`config.mk`:
```
export PLATFORM = sky130hd
export DESIGN_NAME = tga_truecolor_pixel_decoder_unit
export DESIGN_NICKNAME = d
export VERILOG_FILES = /design/src/hw/rtl/tgad_pkg.sv /design/src/hw/rtl/tgad_core.sv /design/src/hw/rtl/tga_truecolor_pixel_decoder_unit.sv
export SDC_FILE = /design/constraint.sdc
export NUM_CORES = 1
export LEC_CHECK = 0
export BUFFER_PORTS_ARGS = -buffer_cell sky130_fd_sc_hd__buf_2
export CORE_MARGIN = 4
export CORE_UTILIZATION = 47
export DETAILED_ROUTE_END_ITERATION = 8
export PLACE_DENSITY = 0.69
export SLEW_MARGIN = 0
export SYNTH_ARGS = -nofsm -noshare
export SYNTH_HDL_FRONTEND = slang
export SYNTH_SLANG_ARGS = --single-unit
```
`constraint.sdc`:
```
create_clock -name clk -period 10.49 [get_ports clk]
set_clock_uncertainty 0.05 [all_clocks]
set_input_delay 2.098 -clock clk [delete_from_list [all_inputs] [get_ports clk]]
set_output_delay 2.098 -clock clk [all_outputs]
set_load 0.03 [all_outputs]
```
`src/hw/rtl/tgad_pkg.sv`:
```
package tgad_pkg;

  // Decoder phase
  typedef enum logic [2:0] {
    PH_HEADER = 3'd0,
    PH_SKIP   = 3'd1,
    PH_PIXELS = 3'd2,
    PH_DONE   = 3'd3,
    PH_REJECT = 3'd4
  } phase_t;

  // Result kinds
  localparam logic [1:0] KIND_HEADER = 2'd0;
  localparam logic [1:0] KIND_PIXEL  = 2'd1;
  localparam logic [1:0] KIND_ERROR  = 2'd2;

  // Error codes
  localparam logic [1:0] ERR_NONE      = 2'd0;
  localparam logic [1:0] ERR_COLOR_MAP = 2'd1;
  localparam logic [1:0] ERR_IMG_TYPE  = 2'd2;
  localparam logic [1:0] ERR_DEPTH     = 2'd3;

  // Header byte offsets
  localparam logic [4:0] HDR_ID_LEN    = 5'd0;
  localparam logic [4:0] HDR_MAP_TYPE  = 5'd1;
  localparam logic [4:0] HDR_IMG_TYPE  = 5'd2;
  localparam logic [4:0] HDR_WIDTH_LO  = 5'd12;
  localparam logic [4:0] HDR_WIDTH_HI  = 5'd13;
  localparam logic [4:0] HDR_HEIGHT_LO = 5'd14;
  localparam logic [4:0] HDR_HEIGHT_HI = 5'd15;
  localparam logic [4:0] HDR_DEPTH     = 5'd16;
  localparam logic [4:0] HDR_LAST      = 5'd17;

  localparam logic [7:0] IMG_TYPE_TRUECOLOR = 8'd2;
  localparam logic [7:0] DEPTH_15           = 8'd15;
  localparam logic [7:0] ALPHA_OPAQUE       = 8'hFF;

  typedef struct packed {
    logic [7:0] file_byte;
    logic       end_of_file;
  } in_item_t;

  typedef struct packed {
    logic [1:0]  kind;
    logic [1:0]  error_code;
    logic        truncated;
    logic [15:0] image_width;
    logic [15:0] image_height;
    logic [15:0] pixel_row;
    logic [15:0] pixel_column;
    logic [7:0]  chan0;
    logic [7:0]  chan1;
    logic [7:0]  chan2;
    logic [7:0]  chan3;
    logic        last_pixel;
  } out_item_t;

  // Bytes per pixel for a depth, zero when unsupported
  function automatic logic [2:0] bytes_per_pixel(input logic [7:0] depth);
    logic [2:0] bpp;
    case (depth)
      8'd15, 8'd16: bpp = 3'd2;
      8'd24:        bpp = 3'd3;
      8'd32:        bpp = 3'd4;
      default:      bpp = 3'd0;
    endcase
    return bpp;
  endfunction

endpackage

```
`src/hw/rtl/tgad_core.sv`:
```
module tgad_core (
  input  logic                clk,
  input  logic                rst_n,
  input  logic                fire,
  input  tgad_pkg::in_item_t  item,
  output logic                have,
  output tgad_pkg::out_item_t res
);
  import tgad_pkg::*;

  phase_t      phase_r, phase_nxt;
  logic [4:0]  hdr_cnt_r, hdr_cnt_nxt;
  logic [7:0]  id_left_r, id_left_nxt;
  logic        map_nz_r, map_nz_nxt;
  logic        type_ok_r, type_ok_nxt;
  logic [15:0] width_r, width_nxt;
  logic [15:0] height_r, height_nxt;
  logic [7:0]  depth_r, depth_nxt;
  logic [23:0] pix_r, pix_nxt;
  logic [1:0]  bip_r, bip_nxt;
  logic [15:0] row_r, row_nxt;
  logic [15:0] col_r, col_nxt;

  logic [7:0]  b;
  logic [2:0]  bpp;
  logic        more;
  logic [15:0] col_inc;
  logic        last_row;
  logic        last_col;

  assign b        = item.file_byte;
  assign bpp      = bytes_per_pixel(depth_r);
  assign col_inc  = col_r + 16'd1;
  assign last_row = ({1'b0, row_r} + 17'd1) == {1'b0, height_r};
  assign last_col = ({1'b0, col_r} + 17'd1) == {1'b0, width_r};

  // Decode one byte against the current phase
  always_comb begin
    phase_nxt   = phase_r;
    hdr_cnt_nxt = hdr_cnt_r;
    id_left_nxt = id_left_r;
    map_nz_nxt  = map_nz_r;
    type_ok_nxt = type_ok_r;
    width_nxt   = width_r;
    height_nxt  = height_r;
    depth_nxt   = depth_r;
    pix_nxt     = pix_r;
    bip_nxt     = bip_r;
    row_nxt     = row_r;
    col_nxt     = col_r;
    have        = 1'b0;
    more        = 1'b0;
    res         = '0;

    unique case (phase_r)
      PH_HEADER: begin
        hdr_cnt_nxt = hdr_cnt_r + 5'd1;
        case (hdr_cnt_r)
          HDR_ID_LEN:    id_left_nxt = b;
          HDR_MAP_TYPE:  map_nz_nxt  = (b != 8'd0);
          HDR_IMG_TYPE:  type_ok_nxt = (b == IMG_TYPE_TRUECOLOR);
          HDR_WIDTH_LO:  width_nxt[7:0]   = b;
          HDR_WIDTH_HI:  width_nxt[15:8]  = b;
          HDR_HEIGHT_LO: height_nxt[7:0]  = b;
          HDR_HEIGHT_HI: height_nxt[15:8] = b;
          HDR_DEPTH:     depth_nxt = b;
          default: ;
        endcase
        if (hdr_cnt_r < HDR_LAST) begin
          more = 1'b1;
        end else begin
          have = 1'b1;
          if (map_nz_r) begin
            res.kind       = KIND_ERROR;
            res.error_code = ERR_COLOR_MAP;
            phase_nxt      = PH_REJECT;
          end else if (!type_ok_r) begin
            res.kind       = KIND_ERROR;
            res.error_code = ERR_IMG_TYPE;
            phase_nxt      = PH_REJECT;
          end else if (bpp == 3'd0) begin
            res.kind       = KIND_ERROR;
            res.error_code = ERR_DEPTH;
            phase_nxt      = PH_REJECT;
          end else begin
            res.kind = KIND_HEADER;
            if (width_r == 16'd0 || height_r == 16'd0) begin
              res.last_pixel = 1'b1;
              phase_nxt      = PH_DONE;
            end else begin
              more      = 1'b1;
              phase_nxt = (id_left_r != 8'd0) ? PH_SKIP : PH_PIXELS;
            end
          end
        end
      end
      PH_SKIP: begin
        // drop image ID bytes
        id_left_nxt = id_left_r - 8'd1;
        if (id_left_r == 8'd1) begin
          phase_nxt = PH_PIXELS;
        end
        more = 1'b1;
      end
      PH_PIXELS: begin
        if (({1'b0, bip_r} + 3'd1) < bpp) begin
          // gather a byte of the pixel
          case (bip_r)
            2'd0:    pix_nxt[7:0]   = pix_r[7:0]   | b;
            2'd1:    pix_nxt[15:8]  = pix_r[15:8]  | b;
            default: pix_nxt[23:16] = pix_r[23:16] | b;
          endcase
          bip_nxt = bip_r + 2'd1;
          more    = 1'b1;
        end else begin
          if (bpp == 3'd2) begin
            res.chan0 = {3'b000, b[6:2]};
            res.chan1 = {3'b000, b[1:0], pix_r[7:5]};
            res.chan2 = {3'b000, pix_r[4:0]};
            res.chan3 = (depth_r == DEPTH_15 || b[7]) ? ALPHA_OPAQUE : 8'd0;
          end else begin
            res.chan0 = pix_r[7:0];
            res.chan1 = pix_r[15:8];
            res.chan2 = pix_r[23:16];
            res.chan3 = (bpp == 3'd4) ? b : ALPHA_OPAQUE;
          end
          have             = 1'b1;
          res.kind         = KIND_PIXEL;
          res.pixel_row    = row_r;
          res.pixel_column = col_r;
          pix_nxt          = '0;
          bip_nxt          = 2'd0;
          if (last_row && last_col) begin
            res.last_pixel = 1'b1;
            phase_nxt      = PH_DONE;
          end else begin
            more = 1'b1;
            if (col_inc >= width_r) begin
              col_nxt = 16'd0;
              row_nxt = row_r + 16'd1;
            end else begin
              col_nxt = col_inc;
            end
          end
        end
      end
      PH_DONE, PH_REJECT: ;
      default: ;
    endcase

    res.image_width  = width_nxt;
    res.image_height = height_nxt;

    // Flag an early end of file
    if (item.end_of_file && more) begin
      res.truncated = 1'b1;
      if (!have) begin
        have           = 1'b1;
        res.kind       = KIND_ERROR;
        res.error_code = ERR_NONE;
      end
    end

    // Rearm for the next file
    if (item.end_of_file) begin
      phase_nxt   = PH_HEADER;
      hdr_cnt_nxt = '0;
      id_left_nxt = '0;
      map_nz_nxt  = 1'b0;
      type_ok_nxt = 1'b0;
      width_nxt   = '0;
      height_nxt  = '0;
      depth_nxt   = '0;
      pix_nxt     = '0;
      bip_nxt     = '0;
      row_nxt     = '0;
      col_nxt     = '0;
    end
  end

  // Advance the decoder state on each item
  always_ff @(posedge clk) begin
    if (!rst_n) begin
      phase_r   <= PH_HEADER;
      hdr_cnt_r <= '0;
      id_left_r <= '0;
      map_nz_r  <= 1'b0;
      type_ok_r <= 1'b0;
      width_r   <= '0;
      height_r  <= '0;
      depth_r   <= '0;
      pix_r     <= '0;
      bip_r     <= '0;
      row_r     <= '0;
      col_r     <= '0;
    end else if (fire) begin
      phase_r   <= phase_nxt;
      hdr_cnt_r <= hdr_cnt_nxt;
      id_left_r <= id_left_nxt;
      map_nz_r  <= map_nz_nxt;
      type_ok_r <= type_ok_nxt;
      width_r   <= width_nxt;
      height_r  <= height_nxt;
      depth_r   <= depth_nxt;
      pix_r     <= pix_nxt;
      bip_r     <= bip_nxt;
      row_r     <= row_nxt;
      col_r     <= col_nxt;
    end
  end

endmodule

```
`src/hw/rtl/tga_truecolor_pixel_decoder_unit.sv`:
```
// A byte accepted into the input register is decoded when it fires, and its item is loaded into the result register.
// Throughput: 1 byte per cycle while out_stall is low; the input register and the result register
// overlap, so one more byte is taken while a result waits on out_stall.
// Reset (rst_n low, synchronous): both registers empty, decoder back to the
// header phase with all counters and header fields cleared.
module tga_truecolor_pixel_decoder_unit (
  input  logic                clk,
  input  logic                rst_n,
  input  logic                in_valid,
  output logic                in_stall,
  input  tgad_pkg::in_item_t  in_item,
  output logic                out_valid,
  input  logic                out_stall,
  output tgad_pkg::out_item_t out_item
);
  import tgad_pkg::*;

  logic      in_vld_r;
  in_item_t  in_item_r;
  logic      out_vld_r;
  out_item_t out_item_r;

  logic      fire;
  logic      in_acc;
  logic      have;
  out_item_t res;

  // Decode when the result register is free or draining
  assign fire     = in_vld_r && (!out_vld_r || !out_stall);
  assign in_stall = in_vld_r && !fire;
  assign in_acc   = in_valid && !in_stall;

  // Hold the incoming item
  always_ff @(posedge clk) begin
    if (!rst_n) begin
      in_vld_r <= 1'b0;
    end else if (in_acc) begin
      in_vld_r <= 1'b1;
    end else if (fire) begin
      in_vld_r <= 1'b0;
    end
  end

  always_ff @(posedge clk) begin
    if (in_acc) begin
      in_item_r <= in_item;
    end
  end

  tgad_core u_core (
    .clk   (clk),
    .rst_n (rst_n),
    .fire  (fire),
    .item  (in_item_r),
    .have  (have),
    .res   (res)
  );

  // Load a result or drop it once taken
  always_ff @(posedge clk) begin
    if (!rst_n) begin
      out_vld_r <= 1'b0;
    end else if (fire && have) begin
      out_vld_r <= 1'b1;
    end else if (!out_stall) begin
      out_vld_r <= 1'b0;
    end
  end

  always_ff @(posedge clk) begin
    if (fire && have) begin
      out_item_r <= res;
    end
  end

  assign out_valid = out_vld_r;
  assign out_item  = out_item_r;

endmodule

```
==> results of run 1 <==
worst min-delay path by stage:
| stage | from | endpoint | slack (ps) | cells after the start |
|---|---|---|---|---|
| after CTS | u_core.pix_r[13]$_SDFFE_PN0P_ | u_core.pix_r[13]$_SDFFE_PN0P_ | 410 | 2 |
| final | u_core.pix_r[13]$_SDFFE_PN0P_ | u_core.pix_r[13]$_SDFFE_PN0P_ | 410 | 2 |
| after global placement | u_core.pix_r[23]$_SDFFE_PN0P_ | u_core.pix_r[23]$_SDFFE_PN0P_ | 390 | 2 |
| after detailed placement | u_core.pix_r[13]$_SDFFE_PN0P_ | u_core.pix_r[13]$_SDFFE_PN0P_ | 400 | 2 |
| after floorplan | u_core.pix_r[13]$_SDFFE_PN0P_ | u_core.pix_r[13]$_SDFFE_PN0P_ | 380 | 2 |
| after global routing | u_core.pix_r[18]$_SDFFE_PN0P_ | u_core.pix_r[18]$_SDFFE_PN0P_ | 440 | 2 |
worst reg2reg max path, stage by stage, from the launching register on:
cell,delay (ps)
dfxtp_1,440
nand3_1,210
nor4_1,910
nand4_1,300
xnor2_1,210
ha_1,300
nand4_1,160
nor4_1,340
nand4bb_1,180
a211oi_1,230
and4_1,930
nor2_2,240
a221oi_2,300
layout by cell type (no fill, tap or decap), types with 11 or more instances in the layout:
cell type | Yosys | layout
inv_1 | 37 | 36
a32oi_1 | 13 | 13
nand2_1 | 68 | 68
nand4_1 | 15 | 15
and3_1 | 18 | 18
o22ai_1 | 11 | 11
nor4_1 | 19 | 19
buf_2 | 15 | 116
o21ai_0 | 65 | 65
a211oi_1 | 14 | 14
xnor2_1 | 22 | 22
nor3_1 | 32 | 31
buf_4 | 4 | 13
nand3_1 | 31 | 31
a22oi_1 | 31 | 31
dfxtp_1 | 118 | 118
clkbuf_16 | 0 | 25
a21oi_1 | 62 | 62
mux2i_1 | 18 | 18
edfxtp_1 | 111 | 111
nor2_1 | 144 | 143
ha_1 | 31 | 31
and2_1 | 41 | 41
mux2_2 | 16 | 16
xor2_1 | 14 | 14
final cells by class:
cell class | count | share of cell area, %
well taps | 319 | 3.12
inverters | 38 | 1.12
clock buffers | 35 | 5.35
clock inverters | 11 | 1.27
repair buffers | 129 | 5.31
multi-input cells | 792 | 39.3
flip-flops and latches | 229 | 44.6
sequential cells by signal (all words and copies together), names as in the netlist:
| name | flops |
|---|---|
| in_item_r | 9 |
| in_vld_r | 1 |
| out_item | 102 |
| out_valid | 1 |
| u_core.bip_r | 2 |
| u_core.col_r | 16 |
| u_core.depth_r | 8 |
| u_core.hdr_cnt_r | 5 |
| u_core.height_r | 16 |
| u_core.id_left_r | 8 |
| u_core.map_nz_r | 1 |
| u_core.phase_r | 3 |
| u_core.pix_r | 24 |
| u_core.row_r | 16 |
| u_core.type_ok_r | 1 |
| u_core.width_r | 16 |
metrics by stage:
stage | util [%] | power (µW) | hold slack [ps] | cell area (µm²) | setup slack [ps]
2_1_floorplan | - | 1060 | 379 | 11200 | 24.8
3_3_place_gp | 50.8 | 1090 | 392 | 11900 | 5770
3_5_place_dp | 50.8 | 1090 | 398 | 11900 | 5700
4_1_cts | 54.5 | 2010 | 413 | 12800 | 5650
5_1_grt | 54.5 | 2050 | 442 | 12800 | 5090
6_report | 54.5 | 1990 | 415 | 12800 | 5610
where the power goes:
part / switching (µW) / total, µW / leakage (µW) / internal [µW]
registers: 17.6 / 972 / 0.00205 / 954
clock network: 362 / 915 / 0.000408 / 553
logic: 76.5 / 102 / 0.00243 / 25.0
total: 456 / 1990 / 0.00488 / 1530
kinds of logic after synthesis:
logic type	Yosys count
buf+inv	120
simple gates	425
mux	35
fa+ha+maj	31
flops	229
xor+xnor	36
compound gates	265
per-layer routing:
metal  vias up  GRT usage, %  wire length [µm]
li1       4331             -                 -
met3        58          3.67              2460
met4         0          7.07               854
met2       397          33.6             13100
met5         -             0                 0
met1      4321          30.9             12900
==> qor.yml, run 1 <==
synthesis:
  ys.flop_type: "dfxtp_1"
  yosysTopAreaCell: "edfxtp_1"
  synth_xor_area_share_pct: 2.82
  async_reset_ff_share_pct: 0
  yosysMostFrequentCell: "nor2_1"
  synth.avg_cell_area_um2: 9.81
  netlist_top_cells_count: "144 x nor2_1, 118 x dfxtp_1, 111 x edfxtp_1, 68 x nand2_1, 65 x o21ai_0"
  synth_top_family_by_area: "simple AND/OR/NAND/NOR gates"
  synthTopCellsByArea: "edfxtp_1 30%, dfxtp_1 21%, nor2_1 4.8%, ha_1 3.5%, o21ai_0 2.9%"
  synth_mux_area_share_pct: 3.32
  synth-simple-area-share_pct: 19.5
  syn_inst: 1141
  ys_types: 80
  synth_compound_area_share_pct: 15.6
  ys.warnings.count: 0
  synth_top_area_share_pct: 29.8
  synth_fp_nets: 1185
  synth_fa_ha_area_share_pct: 3.46
  ys_ff_latch: 229
  synth_area_um2: 11200
  yosysSeqAreaShare_pct: 50.9
  synth_edf_count: 111
worst_setup_path:
  worstSetupStartpointType: "register"
  cpMaxStageDelayCell: "and4_1"
  crit_type: "register to register"
  cp_num_cells: 12
  r2r-start: "u_core.col_r[2]$_SDFFE_PN0P_"
  cp-endpoint: "u_core.col_r[15]$_SDFFE_PN0P_"
  crit_family: "simple AND/OR/NAND/NOR gates"
  regToRegSetupSlack_ps: 5610
  reg2reg_to: "u_core.col_r[15]$_SDFFE_PN0P_"
  worstPathCellList: "nand3_1, nor4_1, nand4_1, xnor2_1, ha_1, nand4_1, nor4_1, nand4bb_1, a211oi_1, and4_1, nor2_2, a221oi_2"
  cp-end-kind: "register"
  rr_worst_depth: 12
  critPathBufInv: 0
  worst-endpoint-required_ps: 10880
  path_max_fanout: 25
  startpoint: "u_core.col_r[2]$_SDFFE_PN0P_"
  arrival_ps: 5270
  max_stage_delay_ps: 930
die:
  std_cell_rows: 56
  core_area_um2: 23500
  fp.dieW_um: 162
  initial_core_util_pct: 47.7
  pin_count: 117
  design.die.area_um2: 26400
  fp.dieH_um: 162
timing:
  finalSetupViolCount: 0
  slew_headroom_pct: 20.9
  setup_tns_ps: 0
  rsz0062_at_grt: "no"
  period_share_pct: 46.5
  finalHoldViolations: 0
  fmax_mhz: 205
  worst_pin_slew_ps: 1180
  slew_viol_final: 0
  min_period_ps: 4880
global_route:
  overflow: 0
  grt_antenna_before_repair: 1
  grt_pass1_vias: 8493
  grt_usage_pct: 21.6
  grt_max_degree: 65
  grt_pass1_wl_um: 46300
hold_path:
  hp-class: "register to register"
clocking:
  cts_tree: "yes"
  cts.sinks: 229
  clk_pin_slew_worst_paths_ps: 60
  cts_hold_buffers: 0
  cts_root_buffer: "clkbuf_16"
  cts_setup_buffers: 0
  cts_made_buffers: 25
  clock_latency_ps: 530
  htree_levels: 1
  cts_resized: 0
  clockBufferDepth: 3
cells_and_area:
  drive_above_1_share_pct: 17.1
  multiInputGateArea_um2: 5020
  area_delta_synth_final_pct: 14.1
  fillCellCount: 2094
  fin_cells: 1553
  antennaDiodeCount: 0
  layout.nets: 1259
  ff_latch_area_um2: 5700
run:
  drv_cap: 0
outcome:
  status: "finished, final reports clean"
drt:
  ant_nets: 0
  drt_pass1_iterations: 5
  dr.first_iter.drc_count: 876
  drc: 0
  routed_wl_um: 29300
  wl_per_cell_um: 18.8
  vias_per_cell: 5.86
  vias: 9107
power_and_ir_drop:
  ir_drop_mv: 0.0962
  powerDensity_nw_per_um2: 156
  p_leak_uw: 0.00488
placed_design:
  io_buffers: 116
  gp_congestion: 0.914
  numPlacedInstances: 1507
  hpwl_um: 19300
Power figures use the tool's default switching activity.
==> run 2, diff against run 1 <==
- clock period: 10.49 -> 4.1 ns (I/O delays scaled with it)
==> run 2 against run 1 <==
Effect of this change: combinational power rose to 2.6 times the previous value; power rose to 2.6 times the previous value; via count fell by 0.13%; flip-flop and latch count did not move; die area did not move; clock power rose to 2.5 times the previous value; first-iteration DRC count rose by 0.34%; critical path depth rose by 3; utilization rose by 0.75 points.
==> qor.yml, run 2 (synthesis gave the netlist of run 1 again) <==
cells_and_area:
  layout_commonest_cell: "nor2_1"  # unchanged
  fin_cells: 1566  # was 1,553
  layout.nets: 1271  # was 1,259
  fillCellCount: 2102  # was 2,094
  drive_above_1_share_pct: 19.0  # was 17.1%
  final_area_um2: 13000  # was 12,800 µm²
  area_delta_synth_final_pct: 15.7  # was 14.1%
  largest_reg_flops: 102  # unchanged
  layout_common_cells: "142 x nor2_1, 117 x dfxtp_1, 116 x buf_2"  # was 143 x nor2_1, 118 x dfxtp_1, 116 x buf_2
timing:
  setup_tns_ps: 0  # unchanged
  hold_slack_ps: 404  # was 415 ps
  finalHoldViolations: 0  # unchanged
  finalSetupViolCount: 0  # unchanged
  slew_headroom_pct: 24.6  # was 20.9%
  worst_pin_slew_ps: 1120  # was 1180 ps
  period_share_pct: 93.1  # was 46.5%
  slew_viol_final: 0  # unchanged
  rsz0062_at_grt: "no"  # unchanged
  min_period_ps: 3820  # was 4880 ps
  fmax_mhz: 262  # was 205 MHz
hold_path:
  hold_end: "in_item_r[7]$_DFFE_PP_"  # was u_core.pix_r[13]$_SDFFE_PN0P_
  hp-start: "in_item[7]"  # was u_core.pix_r[13]$_SDFFE_PN0P_
  hold_path_depth: 1  # was 2
  hp-class: "primary input to register"  # was register to register
drt:
  drc: 0  # unchanged
  ant_nets: 0  # unchanged
  vias: 9095  # was 9,107
  drt_pass1_iterations: 5  # unchanged
  dr.first_iter.drc_count: 879  # was 876
  vias_per_cell: 5.81  # was 5.86
  routed_wl_um: 29200  # was 29,300 µm
  wl_per_cell_um: 18.6  # was 18.8 µm
power_and_ir_drop:
  swShare_pct: 23.3  # was 22.9%
  ir_drop_mv: 0.218  # was 0.0962 mV
  clkPwrFrac_pct: 45.7  # was 46.0%
  p_sw_uw: 1180  # was 456 µW
  seq_power_share_pct: 49.1  # was 48.9%
  comb_power_share_pct: 5.2  # was 5.1%
  p_leak_uw: 0.00497  # was 0.00488 µW
  p_int_uw: 3900  # was 1530 µW
  powerDensity_nw_per_um2: 392  # was 156 nW/µm²
  power_uw: 5080  # was 1990 µW
worst_setup_path:
  rr_worst_depth: 15  # was 12
  reg2reg_to: "u_core.row_r[1]$_SDFFE_PN0P_"  # was u_core.col_r[15]$_SDFFE_PN0P_
  cp-end-kind: "register"  # unchanged
  worstSetupStartpointType: "register"  # unchanged
  regToRegSetupSlack_ps: 280  # was 5610 ps
  worstPathCellList: "ha_1, nand3_2, nor2_1, nand3_1, or2_2, nand2_1, ha_1, nand4_1, nor4_1, nand4bb_1, a211oi_1, and4_2, buf_4, nor3_1, mux2i_1"  # was nand3_1, nor4_1, nand4_1, xnor2_1, ha_1, nand4_1, nor4_1, nand4bb_1, a211oi_1, and4_1, nor2_2, a221oi_2
  crit_family: "simple AND/OR/NAND/NOR gates"  # unchanged
  worst-endpoint-required_ps: 4460  # was 10,880 ps
  startpoint: "u_core.col_r[0]$_SDFFE_PN0P_"  # was u_core.col_r[2]$_SDFFE_PN0P_
  max_stage_delay_ps: 440  # was 930 ps
  crit_top_cell: "ha_1"
  crit_type: "register to register"  # unchanged
  arrival_ps: 4180  # was 5270 ps
  path_max_fanout: 15  # was 25
  critPathBufInv: 1  # was 0
  r2r-start: "u_core.col_r[0]$_SDFFE_PN0P_"  # was u_core.col_r[2]$_SDFFE_PN0P_
  cpMaxStageDelayCell: "dfxtp_1"  # was and4_1
clocking:
  cts_root_buffer: "clkbuf_16"  # unchanged
  clock_latency_ps: 540  # was 530 ps
  clk_pin_slew_worst_paths_ps: 70  # was 60 ps
  clockBufferDepth: 3  # unchanged
  cts_resized: 0  # unchanged
  cts_tree: "yes"  # unchanged
  cts_setup_buffers: 0  # unchanged
  cts.sinks: 229  # unchanged
  htree_levels: 1  # unchanged
  cts_made_buffers: 25  # unchanged
  cts_hold_buffers: 0  # unchanged
global_route:
  grt_pass1_wl_um: 46400  # was 46,300 µm
  grt_max_degree: 75  # was 65
  grt_pass1_vias: 8596  # was 8,493
  overflow: 0  # unchanged
  grt_antenna_before_repair: 0  # was 1
  grt_usage_pct: 21.6  # about the same
placed_design:
  hpwl_um: 19500  # was 19,300 µm
  io_buffers: 116  # unchanged
  gp_congestion: 0.896  # was 0.914
  placed_area_um2: 12100  # was 11,900 µm²
  numPlacedInstances: 1519  # was 1,507
die:
  std_cell_rows: 56  # unchanged
  pin_count: 117  # unchanged
  fp.dieW_um: 162  # unchanged
  design.die.area_um2: 26400  # unchanged
  core_area_um2: 23500  # unchanged
  initial_core_util_pct: 47.7  # unchanged
  fp.dieH_um: 162  # unchanged
run:
  drv_cap: 0  # unchanged
outcome:
  status: "finished, final reports clean"  # unchanged
-- run 2: worst max path at each step --
stage,to,depth (start not counted)
global route,u_core.row_r[1]$_SDFFE_PN0P_,14
global placement,u_core.row_r[1]$_SDFFE_PN0P_,15
CTS,u_core.row_r[7]$_SDFFE_PN0P_,15
finish,u_core.row_r[1]$_SDFFE_PN0P_,15
detailed placement,u_core.row_r[7]$_SDFFE_PN0P_,14
floorplan,out_item[0]$_DFFE_PP_,11
-- run 2: power by group through the flow --
stage / Sequential, µW / Clock (µW) / Combinational, µW
after floorplan: 2570 / 0 / 129
after global placement: 2540 / 0 / 261
after detailed placement: 2540 / 0 / 264
after CTS: 2490 / 2360 / 265
after global routing: 2490 / 2450 / 286
final: 2490 / 2320 / 264
-- run 2: layout make-up --
type                    count  area (µm²)  area share (%)
well taps                 319         399            3.08
diodes                      1        2.50          0.0193
repair buffers            141         781            6.03
flip-flops and latches    229        5700            44.0
inverters                  38         143            1.10
multi-input cells         792        5090            39.3
clock buffers              31         648            5.00
clock inverters            15         195            1.51
-- run 2: layer usage --
layer	global-route usage (%)	up-vias	part of all wire, %
li1	-	4357	-
met2	34.1	329	45
met3	3.14	64	6.7
met4	6.57	0	2.7
met5	0	-	0
met1	31.0	4345	45
-- run 2: metrics by stage --
step	worst slack [ps]	util (%)
floorplan	-690	-
global placement	431	51.6
detailed placement	280	51.6
CTS	258	55.1
global route	9.90	55.2
finish	284	55.2
==> run 3, diff against run 2 <==
- CELL_PAD_IN_SITES_DETAIL_PLACEMENT: unset -> 0
- CELL_PAD_IN_SITES_GLOBAL_PLACEMENT: unset -> 2
- CORE_UTILIZATION: 47 -> 34
- PLACE_DENSITY: 0.69 -> unset
- PLACE_DENSITY_LB_ADDON: unset -> 0.1
==> run 3 against run 2 <==
Effect of this change: worst setup slack about the same; sequential power about the same; clock-buffer cell count up 6; non-clock buffer count up 11; via count down 1.7%; combinational power up 8.7%; critical path type unchanged; cell area up 3.0%; maximum frequency about the same; first-iteration DRC count down 41%; sequential share of layout area down 1.3 points; power up 5.8%; critical path depth unchanged.
==> qor.yml, run 3 (synthesis gave the netlist of run 1 again) <==
worst_setup_path:
  cp-end-kind: "register"  # unchanged
  cpMaxStageDelayCell: "dfxtp_1"  # unchanged
  worstSetupStartpointType: "register"  # unchanged
  crit_top_cell: "ha_1"  # unchanged
  arrival_ps: 4230  # was 4180 ps
  max_stage_delay_ps: 410  # was 440 ps
  crit_type: "register to register"  # unchanged
  path_max_fanout: 25  # was 15
  worst-endpoint-required_ps: 4510  # was 4460 ps
  worstPathCellList: "ha_1, nand3_2, nor2_1, nand3_1, or2_2, nand2_1, ha_1, nand4_1, nor4_1, nand4bb_1, a211oi_1, and4_1, buf_12, nor2_2, a221oi_2"  # was ha_1, nand3_2, nor2_1, nand3_1, or2_2, nand2_1, ha_1, nand4_1, nor4_1, nand4bb_1, a211oi_1, and4_2, buf_4, nor3_1, mux2i_1
die:
  fp.dieH_um: 189  # was 162 µm
  fp.dieW_um: 189  # was 162 µm
  pin_count: 117  # unchanged
  std_cell_rows: 66  # was 56
  core_area_um2: 32500  # was 23,500 µm²
  design.die.area_um2: 35900  # was 26,400 µm²
  initial_core_util_pct: 34.4  # was 47.7%
drt:
  dr.first_iter.drc_count: 515  # was 879
  wl_per_cell_um: 20.3  # was 18.6 µm
  ant_nets: 0  # unchanged
  vias: 8944  # was 9,095
  drc: 0  # unchanged
  drt_pass1_iterations: 5  # unchanged
  routed_wl_um: 34600  # was 29,200 µm
  vias_per_cell: 5.25  # was 5.81
timing:
  slew_headroom_pct: 29.2  # was 24.6%
  finalHoldViolations: 0  # unchanged
  min_period_ps: 3820  # about the same
  finalSetupViolCount: 0  # unchanged
  rsz0062_at_grt: "yes"  # was no
  slew_viol_final: 0  # unchanged
  worst_slack_ps: 284  # about the same
  fmax_mhz: 262  # about the same
  worst_pin_slew_ps: 1050  # was 1120 ps
  period_share_pct: 93.1  # about the same
placed_design:
  hpwl_um: 23100  # was 19,500 µm
  place_worst_setup_slack_ps: 226  # was 280 ps
  gp_congestion: 0.828  # was 0.896
  placed_area_um2: 12400  # was 12,100 µm²
  io_buffers: 116  # unchanged
cells_and_area:
  drive_above_1_share_pct: 20.3  # was 19.0%
  area_delta_synth_final_pct: 19.2  # was 15.7%
  ff_latch_area_um2: 5700  # unchanged
  layout_commonest_cell: "nor2_1"  # unchanged
  largest_reg_flops: 102  # unchanged
  fillCellCount: 3287  # was 2,102
  multiInputGateArea_um2: 5090  # about the same
  final_core_util_pct: 41.0  # was 55.2%
  final_area_um2: 13300  # was 13,000 µm²
  layout.nets: 1284  # was 1,271
  layout_common_cells: "142 x nor2_1, 117 x dfxtp_1, 116 x buf_2"  # unchanged
outcome:
  status: "finished, final reports clean"  # unchanged
power_and_ir_drop:
  swShare_pct: 23.3  # about the same
  clkPwrFrac_pct: 48.4  # was 45.7%
  ir_drop_mv: 0.298  # was 0.218 mV
  p_leak_uw: 0.00510  # was 0.00497 µW
  power_uw: 5370  # was 5080 µW
  seq_power_share_pct: 46.2  # was 49.1%
  comb_power_share_pct: 5.3  # was 5.2%
  p_sw_uw: 1250  # was 1180 µW
  powerDensity_nw_per_um2: 403  # was 392 nW/µm²
  p_int_uw: 4120  # was 3900 µW
clocking:
  cts_root_buffer: "clkbuf_16"  # unchanged
  cts_resized: 0  # unchanged
  clk_pin_slew_worst_paths_ps: 60  # was 70 ps
  clockBufferDepth: 3  # unchanged
  cts_tree: "yes"  # unchanged
  cts_made_buffers: 27  # was 25
  cts_hold_buffers: 0  # unchanged
  cts_setup_buffers: 0  # unchanged
  htree_levels: 1  # unchanged
  cts.sinks: 229  # unchanged
  clock_latency_ps: 550  # was 540 ps
hold_path:
  hp-class: "primary input to register"  # unchanged
global_route:
  grt_antenna_before_repair: 0  # unchanged
  grt_pass1_wl_um: 53300  # was 46,400 µm
  grt_pass1_vias: 8730  # was 8,596
  grt_usage_pct: 18.7  # was 21.6%
  overflow: 0  # unchanged
  grt_max_degree: 81  # was 75
run:
  drv_cap: 0  # unchanged
## run 3: changes by cell type in the layout (fill, tap and decap cells not counted), moves of 2 or more
cell / delta
clkbuf_16: +4
clkbuf_1: -2
clkbuf_8: +4
clkinv_1: -2
buf_4: +9
buf_12: +2
clkinv_2: +2
## run 3: worst max-delay path, delay by kind of cell, from the launching register on
kind	cells	cell delay [ps]
AO/OA/AOI/OAI	2	480
buffers and inverters	1	190
flip-flops	1	410
AND/OR/NAND/NOR	10	2210
adder cells (fa/ha/maj)	2	370
## run 3: power by group through the flow
stage	Clock, µW	Combinational [µW]	Sequential [µW]
detailed placement	0	289	2530
floorplan	0	129	2570
finish	2600	287	2480
global placement	0	290	2530
CTS	2680	290	2480
global route	2750	309	2490
## run 3: final cells by class
type | instances | area share (%)
diodes | 2 | 0.0375
clock buffers | 37 | 5.96
clock inverters | 13 | 1.28
inverters | 38 | 1.07
multi-input cells | 792 | 38.2
flip-flops and latches | 229 | 42.7
well taps | 442 | 4.15
repair buffers | 152 | 6.66
## run 3: final timing paths
| path | start | end | slack [ps] | depth (start not counted) |
|---|---|---|---|---|
| max reg2reg | u_core.col_r[0]$_SDFFE_PN0P_ | u_core.col_r[15]$_SDFFE_PN0P_ | 280 | 15 |
| min | in_item[7] | in_item_r[7]$_DFFE_PP_ | 400 | 1 |
| max | u_core.col_r[0]$_SDFFE_PN0P_ | u_core.col_r[15]$_SDFFE_PN0P_ | 280 | 15 |
| min reg2reg | u_core.pix_r[21]$_SDFFE_PN0P_ | u_core.pix_r[21]$_SDFFE_PN0P_ | 400 | 2 |
## run 3: through the flow
step / hold slack [ps] / std cells / TNS, ps
final: 395 / 1705 / 0
after global routing: 367 / 1703 / -0.293
after CTS: 366 / 1703 / 0
after detailed placement: 396 / 1653 / 0
after global placement: 389 / 1653 / 0
after floorplan: 379 / 1141 / -70370
## run 3: metal layers
layer | GRT usage, % | up-vias | share of wire, %
met4 | 3.98 | 0 | 1.5
met3 | 2.40 | 35 | 4.3
met5 | 0 | - | 0
met2 | 29.3 | 202 | 44
li1 | - | 4395 | -
met1 | 27.9 | 4312 | 50
